===== src/rtl/rlb_pkg.sv =====
// rgb layer blend: blend mode codes, pipeline depth and shared arithmetic helpers
package rlb_pkg;

    localparam int PIPE_DEPTH = 11;

    typedef enum logic [3:0] {
        MODE_REPLACE  = 4'd0,
        MODE_MAX      = 4'd1,
        MODE_MIN      = 4'd2,
        MODE_ADD      = 4'd3,
        MODE_SUB      = 4'd4,
        MODE_MULTIPLY = 4'd5,
        MODE_DIVIDE   = 4'd6,
        MODE_SCREEN   = 4'd7,
        MODE_OVERLAY  = 4'd8,
        MODE_DODGE    = 4'd9,
        MODE_BURN     = 4'd10,
        MODE_HARDLT   = 4'd11,
        MODE_SOFTLT   = 4'd12,
        MODE_GRAINEX  = 4'd13,
        MODE_GRAINMG  = 4'd14,
        MODE_DIFF     = 4'd15
    } t_mode;

    // floor(x / 255) by reciprocal estimate and remainder correction
    function automatic logic [17:0] div255(input logic [24:0] x);
        logic [25:0] s;
        logic [25:0] r;
        logic [17:0] q;
        s = {1'b0, x} + 26'(x >> 8) + 26'(x >> 16);
        q = s[25:8];
        r = {1'b0, x} - {q, 8'b0} + 26'(q);
        if (r >= 26'd765) begin
            q = q + 18'd3;
        end else if (r >= 26'd510) begin
            q = q + 18'd2;
        end else if (r >= 26'd255) begin
            q = q + 18'd1;
        end
        return q;
    endfunction

    function automatic logic [7:0] sat8(input logic [17:0] x);
        return (x > 18'd255) ? 8'd255 : x[7:0];
    endfunction

endpackage


===== src/rtl/rlb_chan.sv =====
// rgb layer blend: one color channel blend pipeline
module rlb_chan
    import rlb_pkg::*;
(
    input  logic       i_clk,
    input  logic       i_en,
    input  t_mode      i_mode,
    input  logic [7:0] i_base,
    input  logic [7:0] i_layer,
    output logic [7:0] o_out
);

    // stage 1
    logic [7:0]  r1_i, r1_m;
    t_mode       r1_mode;
    // stage 2
    logic [7:0]  r2_i, r2_m, r2_simple;
    t_mode       r2_mode;
    logic [15:0] r2_pim, r2_ps;
    logic [16:0] r2_po, r2_phl;
    logic        r2_hlhi;
    logic [7:0]  n2_simple;
    logic [15:0] n2_dn;
    logic [8:0]  n2_dd;
    logic [8:0]  n2_a;
    logic [7:0]  n2_b;
    logic [15:0] n2_po;
    // divider stages
    logic [15:0] r_dn [0:8];
    logic [8:0]  r_dd [0:8];
    logic [8:0]  r_dr [0:8];
    logic [7:0]  r_dq [0:8];
    logic        r_ds [0:8];
    // stage 3
    logic [7:0]  r3_i, r3_m, r3_res, r3_scr;
    logic [8:0]  r3_ovt;
    t_mode       r3_mode;
    logic [7:0]  n3_res, n3_scr;
    logic [7:0]  n3_hl;
    // stage 4
    logic [17:0] r4_op;
    logic [16:0] r4_t;
    logic [7:0]  r4_i, r4_res;
    t_mode       r4_mode;
    // stage 5
    logic [24:0] r5_t2;
    logic [7:0]  r5_res;
    t_mode       r5_mode;
    // stage 6
    logic [17:0] r6_s1;
    logic [7:0]  r6_res;
    t_mode       r6_mode;
    // stage 7 to 10
    logic [7:0]  r7_res;
    t_mode       r7_mode;
    logic [7:0]  r_dly_res [0:2];
    t_mode       r_dly_mode [0:2];
    // output
    logic [7:0]  r_out;
    logic [7:0]  n_out;

    always_ff @(posedge i_clk) begin
        if (i_en) begin
            r1_i    <= i_base;
            r1_m    <= i_layer;
            r1_mode <= i_mode;
        end
    end

    // simple modes, products and divider setup
    always_comb begin
        case (r1_mode)
            MODE_REPLACE: n2_simple = r1_m;
            MODE_MAX:     n2_simple = (r1_i < r1_m) ? r1_m : r1_i;
            MODE_MIN:     n2_simple = (r1_i > r1_m) ? r1_m : r1_i;
            MODE_ADD:     n2_simple = sat8(18'(r1_i) + 18'(r1_m));
            MODE_SUB:     n2_simple = (r1_i > r1_m) ? (r1_i - r1_m) : 8'd0;
            MODE_GRAINEX: begin
                if ({1'b0, r1_i} + 9'd128 <= {1'b0, r1_m}) begin
                    n2_simple = 8'd0;
                end else begin
                    n2_simple = sat8(18'(r1_i) + 18'd128 - 18'(r1_m));
                end
            end
            MODE_GRAINMG: begin
                if ({1'b0, r1_i} + {1'b0, r1_m} <= 9'd128) begin
                    n2_simple = 8'd0;
                end else begin
                    n2_simple = sat8(18'(r1_i) + 18'(r1_m) - 18'd128);
                end
            end
            MODE_DIFF:    n2_simple = (r1_i > r1_m) ? (r1_i - r1_m) : (r1_m - r1_i);
            default:      n2_simple = r1_m;
        endcase
        case (r1_mode)
            MODE_DODGE: begin
                n2_dn = {r1_i, 8'd0};
                n2_dd = 9'd256 - {1'b0, r1_m};
            end
            MODE_BURN: begin
                n2_dn = {8'd255 - r1_i, 8'd0};
                n2_dd = {1'b0, r1_m} + 9'd1;
            end
            default: begin
                n2_dn = {r1_i, 8'd0};
                n2_dd = {1'b0, r1_m} + 9'd1;
            end
        endcase
        if (r1_m > 8'd128) begin
            n2_a = 9'd511 - {r1_m, 1'b0};
            n2_b = 8'd255 - r1_i;
        end else begin
            n2_a = {r1_m, 1'b0};
            n2_b = r1_i;
        end
        n2_po = (8'd255 - r1_i) * r1_m;
    end

    always_ff @(posedge i_clk) begin
        if (i_en) begin
            r2_i      <= r1_i;
            r2_m      <= r1_m;
            r2_mode   <= r1_mode;
            r2_simple <= n2_simple;
            r2_pim    <= r1_i * r1_m;
            r2_ps     <= (8'd255 - r1_i) * (8'd255 - r1_m);
            r2_po     <= {n2_po, 1'b0};
            r2_phl    <= n2_a * n2_b;
            r2_hlhi   <= r1_m > 8'd128;
            r_dn[0]   <= n2_dn;
            r_dd[0]   <= n2_dd;
            r_dr[0]   <= {1'b0, n2_dn[15:8]};
            r_dq[0]   <= 8'd0;
            r_ds[0]   <= {1'b0, n2_dn} >= {n2_dd, 8'd0};
        end
    end

    // one quotient bit per stage
    always_ff @(posedge i_clk) begin
        if (i_en) begin
            for (int k = 0; k < 8; k++) begin
                r_dn[k+1] <= r_dn[k];
                r_dd[k+1] <= r_dd[k];
                r_ds[k+1] <= r_ds[k];
                if ({r_dr[k], r_dn[k][7-k]} >= {1'b0, r_dd[k]}) begin
                    r_dr[k+1] <= 9'({r_dr[k], r_dn[k][7-k]} - {1'b0, r_dd[k]});
                    r_dq[k+1] <= {r_dq[k][6:0], 1'b1};
                end else begin
                    r_dr[k+1] <= 9'({r_dr[k], r_dn[k][7-k]});
                    r_dq[k+1] <= {r_dq[k][6:0], 1'b0};
                end
            end
        end
    end

    always_comb begin
        logic [17:0] q_s;
        q_s    = div255({9'd0, r2_ps});
        n3_scr = 8'd255 - q_s[7:0];
        n3_hl  = r2_hlhi ? (8'd255 - r2_phl[15:8]) : r2_phl[15:8];
        case (r2_mode)
            MODE_MULTIPLY: n3_res = sat8(div255({9'd0, r2_pim}));
            MODE_SCREEN:   n3_res = n3_scr;
            MODE_HARDLT:   n3_res = n3_hl;
            default:       n3_res = r2_simple;
        endcase
    end

    always_ff @(posedge i_clk) begin
        if (i_en) begin
            logic [17:0] q_o;
            q_o     = div255({8'd0, r2_po});
            r3_i    <= r2_i;
            r3_m    <= r2_m;
            r3_mode <= r2_mode;
            r3_res  <= n3_res;
            r3_scr  <= n3_scr;
            r3_ovt  <= q_o[8:0];
        end
    end

    always_ff @(posedge i_clk) begin
        if (i_en) begin
            r4_op   <= {10'd0, r3_i} * ({8'd0, r3_i} + {7'd0, r3_ovt});
            r4_t    <= ({9'd0, 8'd255 - r3_i} * {9'd0, r3_m}) + ({9'd0, r3_scr} * 17'd255);
            r4_i    <= r3_i;
            r4_res  <= r3_res;
            r4_mode <= r3_mode;
        end
    end

    always_ff @(posedge i_clk) begin
        if (i_en) begin
            r5_t2   <= r4_t * r4_i;
            r5_res  <= (r4_mode == MODE_OVERLAY) ? sat8(div255({7'd0, r4_op})) : r4_res;
            r5_mode <= r4_mode;
        end
    end

    always_ff @(posedge i_clk) begin
        if (i_en) begin
            r6_s1   <= div255(r5_t2);
            r6_res  <= r5_res;
            r6_mode <= r5_mode;
        end
    end

    always_ff @(posedge i_clk) begin
        if (i_en) begin
            r7_res  <= (r6_mode == MODE_SOFTLT) ? sat8(div255({7'd0, r6_s1})) : r6_res;
            r7_mode <= r6_mode;
            r_dly_res[0]  <= r7_res;
            r_dly_mode[0] <= r7_mode;
            for (int k = 1; k < 3; k++) begin
                r_dly_res[k]  <= r_dly_res[k-1];
                r_dly_mode[k] <= r_dly_mode[k-1];
            end
        end
    end

    always_comb begin
        case (r_dly_mode[2])
            MODE_DIVIDE, MODE_DODGE: n_out = r_ds[8] ? 8'd255 : r_dq[8];
            MODE_BURN:               n_out = r_ds[8] ? 8'd0 : (8'd255 - r_dq[8]);
            default:                 n_out = r_dly_res[2];
        endcase
    end

    always_ff @(posedge i_clk) begin
        if (i_en) begin
            r_out <= n_out;
        end
    end

    assign o_out = r_out;

endmodule


===== config.mk =====
export PLATFORM = sky130hd
export DESIGN_NAME = rlb_chan
export DESIGN_NICKNAME = d
export VERILOG_FILES = /design/src/rtl/rlb_pkg.sv /design/src/rtl/rlb_chan.sv
export SDC_FILE = /design/constraint.sdc
export NUM_CORES = 2
export LEC_CHECK = 0
export BUFFER_PORTS_ARGS = -buffer_cell sky130_fd_sc_hd__buf_4
export CAP_MARGIN = 15
export CORE_UTILIZATION = 60
export DETAILED_ROUTE_END_ITERATION = 10
export PLACE_DENSITY_LB_ADDON = 0.12
export RECOVER_POWER = 50
export SLEW_MARGIN = 25
export SYNTH_ARGS = -nofsm -noshare
export SYNTH_HDL_FRONTEND = slang
export SYNTH_SLANG_ARGS = --single-unit

===== constraint.sdc =====
create_clock -name i_clk -period 6.89 [get_ports i_clk]
set_input_delay 1.0335 -clock i_clk [delete_from_list [all_inputs] [get_ports i_clk]]
set_output_delay 1.0335 -clock i_clk [all_outputs]
set_load 0.01 [all_outputs]

==> flow_summary.toml <==
[run_status]
outcome = "complete, but fails checks"
violations = "capacitance limit, slew limit"

[critical_path]
required_ps = 7280
crit_type = "register to register"
cp-end-kind = "register"
crit_family = "compound AO/OA/AOI/OAI gates"
critPathLaunchType = "register"
slowest_delay_ps = 500
arrival_ps = 7240
cp_max_fo = 7
crit_slowest_cell = "fa_1"
cp_num_buf_inv = 7

[cells_and_area]
regArea_um2 = 15500
final_cell_area_um2 = 59100
nFillCells = 7118
drive_above_1_share_pct = 8.74
area_delta_synth_final_pct = 9.33
nNetsFinal = 6801
multi_input_area_um2 = 35500

[sta]
setup-violations-final = 0
finalClockSkew_ps = 39.6
rsz0062_at_grt = "true"
fin_crit_sh_pct = 99.4
relSlewSlack_pct = -181
finalMaxSlewViolations = 311
max_freq_mhz = 146
worst_slew_pin_slew_ps = 4220
hold_viol_final = 0
period_minus_slack_ps = 6850

[global_routing]
grt_pass1_vias = 40100
track_usage_pct = 27.9
grt_pass1_wl_um = 204000
grt_overflow = 0
grt_max_degree = 178
antenna_found_initial = 0

[synthesis]
synth_top_area_share_pct = 28.6
post-synth-top-count-cell = "inv_1"
synth_area_leader_cell = "edfxtp_1"
synth_edf_count = 515
syn_area_per_cell_um2 = 9.78
syn_nets = 6632
ys_seq_elements = 516
synthFlopType = "edfxtp_1"
ys_seq_area_share_pct = 28.6
ys_top_cells_by_area = "edfxtp_1, fa_1, ha_1"
yosysWarnings = 0
yosysUniqueCellTypes = 115
syn_inst = 5529
async_flop_share_pct = 0
netlist_area_um2 = 54100
synthTopCellsByCount = "inv_1, ha_1, edfxtp_1"

[route]
wl_um = 127000
dr.pass1.iters = 6
final_antenna_net_count = 0
drt_iter0_drc = 2513
vias = 40100
drc = 0
vias_per_cell = 5.80
wl_per_cell_um = 18.3

[placement]
hpwlAfterDp_um = 100000
io_buffer_count = 29
place_area_um2 = 56700
gp_congestion = 0.945

[floorplan]
boundaryPins = 30
fp.dieH_um = 302
start_util_pct = 60.9
core_um2 = 88800
fp.dieW_um = 302
rows = 109
dieArea_um2 = 91400

[cts]
cts_root_buf = "clkbuf_16"
cts_buffer_depth = 3
cts_hold_buf = 0
htreeDepth = 2
numCtsBuffers = 59
cts_sinks = 516
path_clk_slew_ps = 60
cts_tree = "built"
clock_latency_ps = 660

[worst_hold_path]
hold_path_class = "register to register"

[job]
maxCapViolCount = 5
## through the flow
| stage | setup WS, ps | hold slack [ps] | setup TNS, ps | utilization, % | instances |
|---|---|---|---|---|---|
| 3_5_place_dp | -238 | 405 | -2380 | 63.8 | 6781 |
| 3_3_place_gp | -141 | 401 | -1110 | 63.8 | 6781 |
| 4_1_cts | 5.71 | 414 | 0 | 66.2 | 6896 |
| 6_report | 40.6 | 413 | 0 | 66.6 | 6908 |
| 5_1_grt | -284 | 422 | -4260 | 66.6 | 6907 |
| 2_1_floorplan | 27.6 | 400 | 0 | - | 5529 |
## worst register-to-register path, delay by kind of cell, from the launching register on
| family | cells | cell delay (ps) |
|---|---|---|
| and+or+nand+nor | 6 | 1290 |
| xor gates and xnor gates | 2 | 330 |
| DFF | 1 | 420 |
| buffers and inverters | 7 | 920 |
| AOI/OAI and AO/OA | 14 | 2050 |
| adders and majority gates | 4 | 1570 |
## repair_timing
action | CTS | global route
pin swaps | 14 | 48
endpoints found under the hold margin | 0 | 0
setup endpoints to repair | 18 | 41
gates resized for setup | 16 | 81
buffers inserted | 10 | 13
## layout by cell type (no fill, tap or decap), drive strengths merged, types with 15 or more instances in the layout
cell type and count:
a211oi 40, nand3 73, nor4 24, buf 184, inv 841, o31ai 28, o22ai 19, o2111ai 25
mux2 22, o211a 17, and2 151, fa 424, a21oi 311, clkinv 32, o211ai 61, nand2 357
nor3 79, a22oi 15, ha 657, mux2i 21, xor2 85, xnor2 268, a21boi 24, nor2b 81
o21bai 53, a21o 99, or2 49, and3 37, nor2 425, nand4 47, edfxtp 515, clkbuf 108
nand2b 101, a31oi 58, o21ai 176, o21a 39
## routing by layer
metal	vias to the layer above	part of all wire (%)	global-route usage [%]
met5	-	0	0
met4	0	4.2	11.1
met3	281	4.5	2.88
met2	964	49	49.0
met1	19500	42	35.4
li1	19300	-	-
## flip-flops by register name, summed over array words and instances, names as in the netlist, 9 cells and up
name,cells
r_dq,36
r2_pim,16
r_dr,71
r_dly_res,24
r_dly_mode,12
r4_op,18
r2_ps,16
r2_po,16
r6_s1,18
r_ds,9
r5_t2,25
r_dd,72
r4_t,17
r3_ovt,9
## worst paths after layout
| path | slack, ps | cells after the start | startpoint | endpoint |
|---|---|---|---|---|
| max | 40 | 33 | r5_t2[5] | r6_s1[15] |
| min | 410 | 0 | r_ds[0][4] | r_ds[0][5] |
| max reg2reg | 40 | 33 | r5_t2[5] | r6_s1[15] |
| min reg2reg | 410 | 0 | r_ds[0][4] | r_ds[0][5] |
## layout make-up
class / count / area share (%)
Sequential cell: 516 / 26.2
Tap cell: 1165 / 2.46
Antenna cell: 1 / 0.00423
Clock buffer: 66 / 2.54
Multi-Input combinational cell: 4051 / 59.9
Clock inverter: 39 / 0.738
Timing Repair Buffer: 226 / 2.77
Inverter: 844 / 5.36
## cells by family after synthesis
logic type / count (synthesis) / synth area share [%]
AO/OA/AOI/OAI: 1075 / 13.4
flip-flops: 516 / 28.6
multiplexers: 43 / 0.854
buffers and inverters: 962 / 6.72
XOR/XNOR: 354 / 5.76
AND/OR/NAND/NOR: 1498 / 13.8
adder cells (fa/ha/maj): 1081 / 30.9
Power is not shown: default switching activity piles up to over one toggle a cycle in this logic, so the estimate is an artifact.
